`config.mk`:
```
export PLATFORM = sky130hd
export DESIGN_NAME = pers_geom
export DESIGN_NICKNAME = d
export VERILOG_FILES = /design/src/hw/rtl/pers_pkg.sv /design/src/hw/rtl/pers_geom.sv
export SDC_FILE = /design/constraint.sdc
export NUM_CORES = 1
export LEC_CHECK = 0
export BUFFER_PORTS_ARGS = -buffer_cell sky130_fd_sc_hd__clkbuf_2
export CAP_MARGIN = 20
export CORE_AREA = 2 2 95 97
export DETAILED_ROUTE_END_ITERATION = 8
export DIE_AREA = 0 0 97 99
export PLACE_DENSITY_LB_ADDON = 0.3
export SLEW_MARGIN = 25
export SYNTH_ARGS = -nofsm -noshare
export SYNTH_HDL_FRONTEND = slang
export SYNTH_SLANG_ARGS = --single-unit
```
`constraint.sdc`:
```
create_clock -name vclk -period 3.6
set_clock_uncertainty 0.1 [all_clocks]
set_input_delay 0.36 -clock vclk [all_inputs]
set_output_delay 0.36 -clock vclk [all_outputs]
set_load 0.01 [all_outputs]
```
`src/hw/rtl/pers_pkg.sv`:
```
`timescale 1ns / 1ps

package pers_pkg;

  // Operation codes carried in the func field.
  typedef enum logic [1:0] {
    FUNC_READ  = 2'd0,
    FUNC_WRITE = 2'd1,
    FUNC_OR    = 2'd2,
    FUNC_FIND  = 2'd3
  } func_e;

  localparam int unsigned EB_W      = 6;   // element_bits register
  localparam int unsigned MAX_EB    = 32;  // widest element
  localparam int unsigned IDX_W     = 16;
  localparam int unsigned VAL_W     = 32;
  localparam int unsigned LEN_W     = 11;
  localparam int unsigned EPW_W     = 7;   // elements per word, up to 64
  localparam int unsigned IDX_SHIFT = 24;  // reciprocal scale for index / epw
  localparam int unsigned RCP_W     = 25;
  localparam int unsigned BIT_SHIFT = 12;  // reciprocal scale for bit / element_bits
  localparam int unsigned RCP2_W    = 13;

  typedef struct packed {
    func_e              func;
    logic [IDX_W-1:0]   elem_index;
    logic [VAL_W-1:0]   elem_value;
    logic [LEN_W-1:0]   length_words;
  } in_item_t;

  typedef struct packed {
    logic [VAL_W-1:0]   elem_out;
    logic [IDX_W-1:0]   found_position;
    logic               found;
  } out_item_t;

  // Per-width packing geometry, looked up from the element_bits register.
  typedef struct packed {
    logic [EB_W-1:0]    nb;
    logic [EPW_W-1:0]   epw;
    logic [RCP_W-1:0]   rcp;
    logic [RCP2_W-1:0]  rcp2;
    logic [VAL_W-1:0]   emask;
  } geom_t;

  typedef enum logic [2:0] {
    ST_CLEAR,
    ST_IDLE,
    ST_DIV,
    ST_SCAN,
    ST_POS,
    ST_EXT,
    ST_OUT
  } state_e;

endpackage

```
`src/hw/rtl/pers_geom.sv`:
```
`timescale 1ns / 1ps

module pers_geom import pers_pkg::*; #(
  parameter int unsigned WORD_BITS = 64
) (
  input  logic [EB_W-1:0]      eb_i,
  output geom_t                geom_o,
  output logic [WORD_BITS-1:0] used_o
);

  logic [EB_W-1:0]      nb;
  logic [4:0]           sel;
  logic [EPW_W-1:0]     epw_tab  [MAX_EB];
  logic [RCP_W-1:0]     rcp_tab  [MAX_EB];
  logic [RCP2_W-1:0]    rcp2_tab [MAX_EB];
  logic [WORD_BITS-1:0] used_tab [MAX_EB];

  // Width zero acts as one bit, widths above the maximum act as the maximum.
  always_comb begin
    nb = eb_i;
    if (eb_i == '0) begin
      nb = EB_W'(1);
    end else if (eb_i > EB_W'(MAX_EB)) begin
      nb = EB_W'(MAX_EB);
    end
  end

  assign sel = 5'(nb - EB_W'(1));

  for (genvar g = 1; g <= MAX_EB; g++) begin : g_tab
    localparam int unsigned Epw  = WORD_BITS / g;
    localparam int unsigned Rcp  = ((1 << IDX_SHIFT) + Epw - 1) / Epw;
    localparam int unsigned Rcp2 = ((1 << BIT_SHIFT) + g - 1) / g;
    localparam int unsigned Used = Epw * g;
    assign epw_tab[g-1]  = EPW_W'(Epw);
    assign rcp_tab[g-1]  = RCP_W'(Rcp);
    assign rcp2_tab[g-1] = RCP2_W'(Rcp2);
    assign used_tab[g-1] = {WORD_BITS{1'b1}} >> (WORD_BITS - Used);
  end

  assign geom_o.nb    = nb;
  assign geom_o.epw   = epw_tab[sel];
  assign geom_o.rcp   = rcp_tab[sel];
  assign geom_o.rcp2  = rcp2_tab[sel];
  assign geom_o.emask = 32'hFFFF_FFFF >> (EB_W'(MAX_EB) - nb);
  assign used_o       = used_tab[sel];

endmodule

```
# Word-level counts from Yosys, hierarchy flattened
# Memories as Yosys holds them, arrays and structs flattened.
# Cells that the tools add are included.
# op_classes
n_addsub,2
mul,0
div,0
magnitude_cmp,2
n_eq_ne,0
shifts,1
n_mux,10
bitwise,1
n_reduce_logical,1
# op_table
cell,n
$mux W64,2
$mux W25,2
$shr A32 B6 Y32 const A,1
$mux W13,2
$mux W7,2
$mux W6,2
$ge A6 B6 Y1 const B,1
$gt A6 B6 Y1 const B,1
$logic_not A6 Y1,1
$not A5 Y6,1
$sub A6 B6 Y6 const A,1
$sub A5 B1 Y5 const B,1
# word_totals
ff_bits,0
latch_bits,0
ram_bits,0
rom_bits,3488
in_bits,6
output_inout_bits,147
wordCells,21
n_memories,4
# memory_table
name,depth,word_bits,rd,rd_clocked_by_memory_dff,write_ports,line,rtl
(no name shown),32,64,1,0,0,pers_geom.sv:46,assign used_o = used_tab[sel];
(no name shown),32,25,1,0,0,pers_geom.sv:43,assign geom_o.rcp = rcp_tab[sel];
(no name shown),32,13,1,0,0,pers_geom.sv:44,assign geom_o.rcp2 = rcp2_tab[sel];
(no name shown),32,7,1,0,0,pers_geom.sv:42,assign geom_o.epw = epw_tab[sel];

# Longest topological paths before layout
# Gate-level depths: netlist (run 1).
# logic_depth
depth_word,8
ltp_mapped,14
ltp_nobuf,11

# Worst setup path after synthesis (run 1)
# OpenSTA, ideal clock, no wires.
# synth_path
path_kind,input port to output port
startpoint,input port eb_i[1]
endpoint,output port geom_o[61] (netlist bit)
arrival_ps,3209
t_required_ps,3140
path_slack_ps,-69
path_stages,14
n_path_buf,3
cell_sequence,clkbuf_1 -> nor4_1 -> o21ba_2 -> inv_1 -> ha_1 -> inv_1 -> ha_1 -> clkinv_1 -> clkbuf_1 -> ha_1 -> and2_1 -> a21oi_1 -> o21ai_0 -> buf_4
# synth_lines
item,line,rtl
start: declaration,pers_geom.sv:6,"input logic [EB_W-1:0] eb_i,"
end: declaration,pers_geom.sv:7,"output geom_t geom_o,"

# Worst setup path in the final report (run 1)
# layout_path
startpoint,input port eb_i[4]
endpoint,output port used_o[53]
# layout_between
elab_chain_cells,8
elab_cells_between_ends,9
classes_between,add/sub: 1; order compare: 1; mux: 4; bitwise: 1; reduce/logical: 1; memory: 1
# layout_lines
item,line,rtl
$gt A6 B6 Y1,pers_geom.sv:23,end else if (eb_i > EB_W'(MAX_EB)) begin
$mux W6,pers_geom.sv:23,
$mux W6 (*),pers_geom.sv:21,if (eb_i == '0) begin
$sub A5 B1 Y5 (*),pers_geom.sv:28,assign sel = 5'(nb - EB_W'(1));
$not A5 Y6 (implied by the code) (*),pers_geom.sv:46,
$mem_v2 Z32 W64 (*),n/a,
$mux W64 (implied by the code) (*) (2 in series),pers_geom.sv:46,
end: declaration,pers_geom.sv:8,output logic [WORD_BITS-1:0] used_o
# Every way passes the cells marked *; elsewhere a longest branch is shown, timed or not. The select of a mux whose other input is x is not followed.

==> results of run 1 <==
-- cell usage after synthesis (2+ instances only) --
master / instances / area share
nor2_1: 33 / 0.060
a211oi_1: 2 / 0.0072
clkbuf_1: 12 / 0.022
conb_1: 2 / 0.0036
nor3_1: 6 / 0.014
a21oi_1: 31 / 0.075
buf_6: 4 / 0.022
or3_1: 2 / 0.0060
o211ai_1: 2 / 0.0072
nor2b_1: 3 / 0.0090
buf_4: 64 / 0.23
ha_1: 19 / 0.11
nand2b_1: 6 / 0.018
nand2_1: 33 / 0.060
o21ai_0: 42 / 0.10
a31oi_1: 7 / 0.021
a21o_1: 2 / 0.0072
and2_1: 3 / 0.0090
mux2i_1: 3 / 0.014
o21a_1: 2 / 0.0072
buf_2: 9 / 0.022
inv_1: 9 / 0.016
nand3_1: 13 / 0.031
and3_1: 3 / 0.0090
-- routing by layer --
layer | part of all wire | vias to the layer above | wire, um
met5 | 0 | - | 0
li1 | - | 1218 | -
met2 | 0.49 | 113 | 3750
met3 | 0.074 | 0 | 571
met4 | 0 | 0 | 0
met1 | 0.44 | 1132 | 3370
-- cells by family after synthesis --
kind of cell	Yosys count	synth area share
compound gates	106	0.301
xor+xnor	1	0.00421
fa+ha+maj	19	0.114
mux	3	0.0144
buf+inv	101	0.324
simple gates	107	0.238
other cells	2	0.00361
-- worst min-delay path by stage --
| stage | from | end | slack [ns] | depth (start not counted) |
|---|---|---|---|---|
| floorplan | eb_i[4] | geom_o[81] | 0.77 | 2 |
| detailed placement | eb_i[5] | geom_o[82] | 0.86 | 2 |
| finish | eb_i[5] | geom_o[82] | 0.86 | 2 |
| CTS | eb_i[5] | geom_o[82] | 0.86 | 2 |
| global route | eb_i[5] | geom_o[82] | 0.87 | 2 |
| global placement | eb_i[5] | geom_o[82] | 0.85 | 2 |
-- layout make-up --
| cell class | instances | area [sq um] | share of cell area |
|---|---|---|---|
| timing repair buffer | 127 | 711 | 0.287 |
| tap | 108 | 135 | 0.0545 |
| inverter | 11 | 53.8 | 0.0217 |
| multi-input combinational | 282 | 1580 | 0.637 |
-- worst max-delay path, delay by kind of cell --
family / cells / cell delay (ns)
buf+inv: 5 / 0.70
compound gates: 3 / 0.60
simple gates: 3 / 0.72
fa+ha+maj: 2 / 0.54
-- power breakdown --
part / internal (mW) / leakage, nW / switching (mW)
Sequential: 0 / 0 / 0
Clock: 0 / 0 / 0
Combinational: 0.188 / 1.30 / 0.348
Total: 0.188 / 1.30 / 0.348
-- metrics by stage --
step,setup WS (ns),utilization,hold slack [ns],power (mW)
after global placement,0.285,0.290,0.849,0.539
after global routing,0.00319,0.290,0.870,0.595
final,0.216,0.290,0.856,0.536
after CTS,0.228,0.290,0.862,0.541
after detailed placement,0.228,0.290,0.861,0.540
after floorplan,0.0686,-,0.775,0.391
==> results.py, run 1 <==
metrics = {
    "timing": {
        "worst_slew_pin_slew_ns": 0.608,
        "fmax_mhz": 296,
        "period_minus_slack_ns": 3.38,
        "finalCritPeriodShare": 0.940,
        "fin_tns_setup_ns": 0,
        "slew_headroom": 0.595,
        "drv_slew": 0,
        "finalSetupViolations": 0,
        "hold_viol": 0,
        "rsz0062_at_grt": "false",
    },
    "yosys": {
        "synth_cell_types": 51,
        "synth-seq-area-share": 0,
        "ys_warn_count": 0,
        "synthCells": 339,
        "synthesis.area_sq_um": 2080,
        "syn_area_per_cell_sq_um": 6.13,
    },
    "routing": {
        "num_vias": 2463,
        "vias_per_cell": 4.66,
        "wire_per_inst_um": 14.6,
        "drc": 0,
        "firstDrtPassIters": 4,
        "initialDrtViolationCount": 209,
        "wl_mm": 7.70,
        "ant_nets": 0,
    },
    "critical_path": {
        "endpoint_kind": "output pin",
        "startpoint": "eb_i[4]",
        "endpoint": "used_o[53]",
        "slowest_stage": "nand2b_1",
        "cp.required_ns": 3.14,
        "worstPathArrival_ns": 2.92,
        "critPathMaxFanout": 41,
        "slowest_delay_ns": 0.29,
        "crit_chain": "clkbuf_2 > nor4_1 > o21ba_2 > inv_1 > ha_1 > inv_1 > ha_1 > buf_12 > nand2b_1 > nor2_1 > a21oi_1 > a2bb2oi_1 > clkbuf_2",
        "crit_type": "input pin to output pin",
        "cp-start-kind": "input pin",
    },
    "grt": {
        "grt_pass1_vias": 2158,
        "grt_pass1_wl_mm": 11.9,
        "grt_max_degree": 42,
        "grt_usage": 0.148,
        "antenna_found_initial": 0,
        "use_met3": 0.0128,
        "busiest_layer": "met2",
        "met1_usage": 0.214,
        "grt_util_met2": 0.255,
        "grt_remaining_overflow": 0,
    },
    "cells_and_area": {
        "layout_common_cells": "clkbuf_2, conb_1, o21ai_0, nand2_1, nor2_1",
        "drive_gt1_frac": 0.317,
        "seq_area_sq_um": 0,
        "final_area_sq_um": 2480,
        "layout_commonest_cell": "clkbuf_2",
        "seq_cell_count": 0,
        "num-clock-buffers": 0,
        "syn_to_final_growth_pct": 19.2,
        "finalNetCount": 447,
        "fin_cells": 528,
        "diodes": 0,
        "fillers": 987,
    },
    "placed_design": {
        "dpl_cell_area_sq_um": 2480,
        "hpwl_mm": 6.08,
        "place.gp.congestion": 0.882,
        "placed_cells": 528,
        "io_buffer_count": 107,
    },
    "pwr": {
        "powerDensity_nw_per_um2": 216,
        "leakage_nw": 1.30,
        "peakVddDrop_mv": 0.0621,
    },
    "floorplan": {
        "die_w_um": 97,
        "initial_core_util": 0.243,
        "core_area_sq_um": 8550,
        "fp-row-count": 34,
        "die-area_sq_um": 9600,
        "ioPinCount": 153,
        "die_h_um": 99,
    },
    "cts": {
        "hold_buffers": 0,
        "cts_resized": 0,
        "post_cts_buffers": 0,
    },
    "run_status": {
        "status": "completed",
    },
    "run": {
        "cap_violations": 0,
    },
    "hold_path": {
        "hold_class": "input pin to output pin",
    },
}
Note: power is estimated with default switching activity, not from simulation.
==> inputs of run 2 (changes only) <==
ABC_AREA = 1   (was not set)
CORE_AREA = 2 2 97 99   (was 2 2 95 97)
DIE_AREA = 0 0 99 101   (was 0 0 97 99)
MAX_ROUTING_LAYER = met4   (was not set)
==> results.py, run 2 <==
metrics = {
    "placed_design": {
        "dpl_cell_area_sq_um": 2550,
        "hpwl_mm": 6.52,
        "place.gp.congestion": 0.914,
        "io_buffer_count": 107,
        "dp_worst_setup_slack_ns": 0.0893,
    },
    "timing": {
        "fin_tns_setup_ns": 0,
        "finalCritPeriodShare": 0.948,
        "holdWs_ns": 0.876,
        "fin_ws_ns": 0.189,
        "hold_viol": 0,
        "fmax_mhz": 293,
        "finalSetupViolations": 0,
        "period_minus_slack_ns": 3.41,
        "rsz0062_at_grt": "false",
        "drv_slew": 0,
    },
    "hold_path": {
        "hold_class": "input pin to output pin",
        "min_path_cells": 2,
    },
    "critical_path": {
        "cp.required_ns": 3.14,
        "crit_type": "input pin to output pin",
        "cpMostUsedCell": "nand2_1",
        "critPathTopFamily": "simple AND/OR/NAND/NOR gates",
        "endpoint_kind": "output pin",
        "crit_buf_inv": 6,
        "critPathMaxFanout": 13,
        "slowest_delay_ns": 0.37,
        "cp-start-kind": "input pin",
        "crit_chain": "clkbuf_2 > nor2_1 > nand3_4 > nand2_1 > inv_1 > ha_1 > inv_1 > ha_1 > buf_4 > nor2_1 > inv_1 > nand2_1 > nand3_1 > nand2_1 > nand2_1 > nand2_1 > clkbuf_2",
        "path_depth": 17,
        "worstPathArrival_ns": 2.95,
        "slowest_stage": "nor2_1",
    },
    "yosys": {
        "synth_common_cells": "nand2_1, buf_4, nand3_1",
        "ys_warn_count": 0,
        "syn_area_per_cell_sq_um": 5.65,
        "synth_area_leaders": "buf_4, nand2_1, nand3_1",
        "synth_top_cell_by_area": "buf_4",
        "synth_cell_types": 31,
        "synth_top_area_frac": 0.218,
        "synth-seq-area-share": 0,
        "synthCells": 390,
        "synthesis.area_sq_um": 2200,
        "synth.most_common_cell": "nand2_1",
    },
    "cells_and_area": {
        "fillers": 1065,
        "diodes": 0,
        "num-clock-buffers": 0,
        "seq_cell_count": 0,
        "layout_commonest_cell": "nand2_1",
        "drive_gt1_frac": 0.308,
        "final_area_sq_um": 2560,
        "seq_area_sq_um": 0,
        "finalNetCount": 498,
        "multiInputGateArea_sq_um": 1670,
        "syn_to_final_growth_pct": 16.1,
        "layout_common_cells": "nand2_1, clkbuf_2, nand3_1, conb_1, inv_1",
    },
    "floorplan": {
        "fp-row-count": 35,
        "die_h_um": 101,
        "ioPinCount": 153,
        "core_area_sq_um": 8980,
        "die-area_sq_um": 10000,
        "initial_core_util": 0.246,
        "die_w_um": 99,
    },
    "grt": {
        "grt_pass1_wl_mm": 12.2,
        "grt_pass1_vias": 2339,
        "grt_max_degree": 38,
        "grt_usage": 0.152,
        "antenna_found_initial": 0,
        "grt_remaining_overflow": 0,
    },
    "cts": {
        "post_cts_buffers": 0,
    },
    "routing": {
        "firstDrtPassIters": 4,
        "num_vias": 2564,
        "initialDrtViolationCount": 128,
        "drc": 0,
        "wl_mm": 7.89,
        "wire_per_inst_um": 13.6,
        "vias_per_cell": 4.41,
        "ant_nets": 0,
    },
    "pwr": {
        "peakVddDrop_mv": 0.0854,
        "power_mw": 0.609,
        "powerDensity_nw_per_um2": 238,
        "leakage_nw": 1.64,
    },
    "run_status": {
        "status": "completed",
    },
    "run": {
        "cap_violations": 0,
    },
}
==> run 2: cell count changes in the layout (fill, tap and decap cells not counted), moves of 6 or more <==
cell,delta
buf_4,-11
a31oi_1,-6
a21oi_1,-28
nand2_1,+77
o21ai_0,-27
nand2_4,+6
nand2b_1,-6
inv_1,+25
nand3_1,+44
==> run 2: where the power goes <==
group / internal [mW] / switching (mW) / total [mW]
clock: 0 / 0 / 0
sequential: 0 / 0 / 0
combinational: 0.199 / 0.410 / 0.609
total: 0.199 / 0.410 / 0.609
==> run 2: logic make-up after synthesis <==
kind of cell	after synthesis	synth area share
simple gates	226	0.492
fa+ha+maj	19	0.108
other cells	2	0.00341
compound gates	28	0.0760
buf+inv	115	0.321
==> run 2: area by class of cell <==
cell class | instances | share of cell area
well taps | 111 | 0.0543
inverters | 37 | 0.0557
repair buffers | 115 | 0.238
multi-input cells | 319 | 0.652
==> run 2: final timing paths <==
check	slack, ns	to	start
setup / recovery	0.19	geom_o[37]	eb_i[1]
hold / removal	0.88	geom_o[82]	eb_i[5]
==> run 2: per-stage QoR <==
stage | util | cells
after floorplan | - | 434
after global placement | 0.284 | 582
after detailed placement | 0.284 | 582
after CTS | 0.284 | 582
after global routing | 0.285 | 582
final | 0.285 | 582
==> run 2: metal layers <==
| layer | wire (um) | track usage | vias up |
|---|---|---|---|
| li1 | - | - | 1297 |
| met1 | 3620 | 0.213 | 1155 |
| met2 | 3760 | 0.253 | 107 |
| met3 | 425 | 0.00485 | 5 |
| met4 | 82 | 0.0158 | 0 |
| met5 | 0 | - | - |
==> run 2: what timing repair did <==
action	in CTS	in global routing
setup endpoints to repair	0	18
hold buffers	0	0
resized for setup	0	3
==> inputs of run 3 (changes only) <==
CORE_AREA = 4 4 99 101   (was 2 2 97 99)
DIE_AREA = 0 0 103 105   (was 0 0 99 101)
==> results.py, run 3 (synthesis gave the netlist of run 2 again) <==
metrics = {
    "cells_and_area": {
        "seq_cell_count": 0,
        "syn_to_final_growth_pct": 16.5,
        "num-clock-buffers": 0,
        "diodes": 0,
        "layout_commonest_cell": "nand2_1",
        "seq_area_sq_um": 0,
        "final_util": 0.285,
        "drive_gt1_frac": 0.315,
        "finalNetCount": 500,
        "final_area_sq_um": 2570,
        "layout_common_cells": "nand2_1, clkbuf_2, nand3_1, conb_1, inv_1",
        "fin_cells": 584,
    },
    "routing": {
        "wire_per_inst_um": 14.3,
        "ant_nets": 0,
        "firstDrtPassIters": 4,
        "wl_mm": 8.34,
        "initialDrtViolationCount": 85,
        "vias_per_cell": 4.41,
        "num_vias": 2575,
        "drc": 0,
    },
    "pwr": {
        "pwr-share-comb": 1.000,
        "power_frac_seq": 0,
        "peakVddDrop_mv": 0.0884,
        "swShare": 0.677,
        "leakage_nw": 1.65,
        "powerDensity_nw_per_um2": 239,
        "clock_power_share": 0,
        "power_mw": 0.613,
        "p_int_mw": 0.198,
        "p_sw_mw": 0.415,
    },
    "run_status": {
        "status": "completed",
    },
    "critical_path": {
        "critPathTopFamily": "buffers and inverters",
        "path_depth": 16,
        "crit_chain": "clkbuf_2 > nor2_2 > nand3_4 > nand2_1 > inv_1 > ha_2 > inv_1 > ha_1 > buf_4 > nand2_1 > inv_1 > nor2_1 > nand2_1 > nand3_1 > nand2_1 > clkbuf_2",
        "cp-start-kind": "input pin",
        "cp.required_ns": 3.14,
        "worstPathArrival_ns": 2.91,
        "slowest_stage": "ha_1",
        "crit_type": "input pin to output pin",
        "crit_buf_inv": 6,
        "endpoint_kind": "output pin",
        "critPathMaxFanout": 14,
        "startpoint": "eb_i[2]",
        "cpMostUsedCell": "nand2_1",
        "slowest_delay_ns": 0.37,
        "endpoint": "geom_o[34]",
    },
    "timing": {
        "drv_slew": 0,
        "finalCritPeriodShare": 0.935,
        "finalSetupViolations": 0,
        "fmax_mhz": 297,
        "period_minus_slack_ns": 3.37,
        "hold_viol": 0,
        "rsz0062_at_grt": "false",
        "fin_tns_setup_ns": 0,
    },
    "floorplan": {
        "core_area_sq_um": 9020,
        "die_w_um": 103,
        "die-area_sq_um": 10800,
        "ioPinCount": 153,
        "fp-row-count": 35,
        "initial_core_util": 0.244,
        "die_h_um": 105,
    },
    "placed_design": {
        "dpl_cell_area_sq_um": 2550,
        "io_buffer_count": 107,
        "place.gp.congestion": 0.873,
        "placed_cells": 584,
        "hpwl_mm": 6.84,
    },
    "grt": {
        "grt_pass1_vias": 2577,
        "antenna_found_initial": 0,
        "grt_usage": 0.153,
        "grt_remaining_overflow": 0,
        "grt_pass1_wl_mm": 13.4,
        "grt_max_degree": 38,
    },
    "hold_path": {
        "hold_class": "input pin to output pin",
        "min_path_cells": 2,
    },
    "run": {
        "cap_violations": 0,
    },
}
run 3: cell count changes in the layout (fill, tap and decap cells not counted), sizes merged:
cell	change
buf	+2
run 3: final cells by class:
| class | count | area (sq um) |
|---|---|---|
| timing repair buffer | 117 | 611 |
| inverter | 37 | 143 |
| multi-input combinational | 319 | 1680 |
| tap | 111 | 139 |
| fill | 1077 | 6450 |
run 3: worst min path at each step:
stage	start	to
finish	eb_i[5]	geom_o[82]
global route	eb_i[5]	geom_o[82]
CTS	eb_i[5]	geom_o[82]
detailed placement	eb_i[5]	geom_o[82]
global placement	eb_i[5]	geom_o[82]
floorplan	eb_i[5]	geom_o[82]
run 3: routing by layer:
metal,share of wire,global-route usage,vias to the layer above
met5,0,-,-
met4,0.0086,0.0167,0
met3,0.068,0.00200,6
met2,0.47,0.250,111
met1,0.45,0.219,1167
li1,-,-,1291
run 3: per-stage QoR:
step / setup slack [ns] / hold WS, ns
2_1_floorplan: 0.308 / 0.722
3_3_place_gp: 0.225 / 0.885
3_5_place_dp: 0.0139 / 0.883
4_1_cts: 0.00319 / 0.883
5_1_grt: 0.0225 / 0.907
6_report: 0.233 / 0.880
run 3: power by group through the flow:
stage / registers, mW / clock network [mW] / logic [mW]
global route: 0 / 0 / 0.686
global placement: 0 / 0 / 0.615
floorplan: 0 / 0 / 0.450
finish: 0 / 0 / 0.613
CTS: 0 / 0 / 0.616
detailed placement: 0 / 0 / 0.614
run 3: what timing repair did:
| action | in CTS | in global routing |
|---|---|---|
| hold buffers | 0 | 0 |
| resized for setup | 0 | 5 |
| endpoints found under the setup margin | 0 | 18 |
| buffers inserted | 0 | 0 |
| hold endpoints to repair | 0 | 0 |
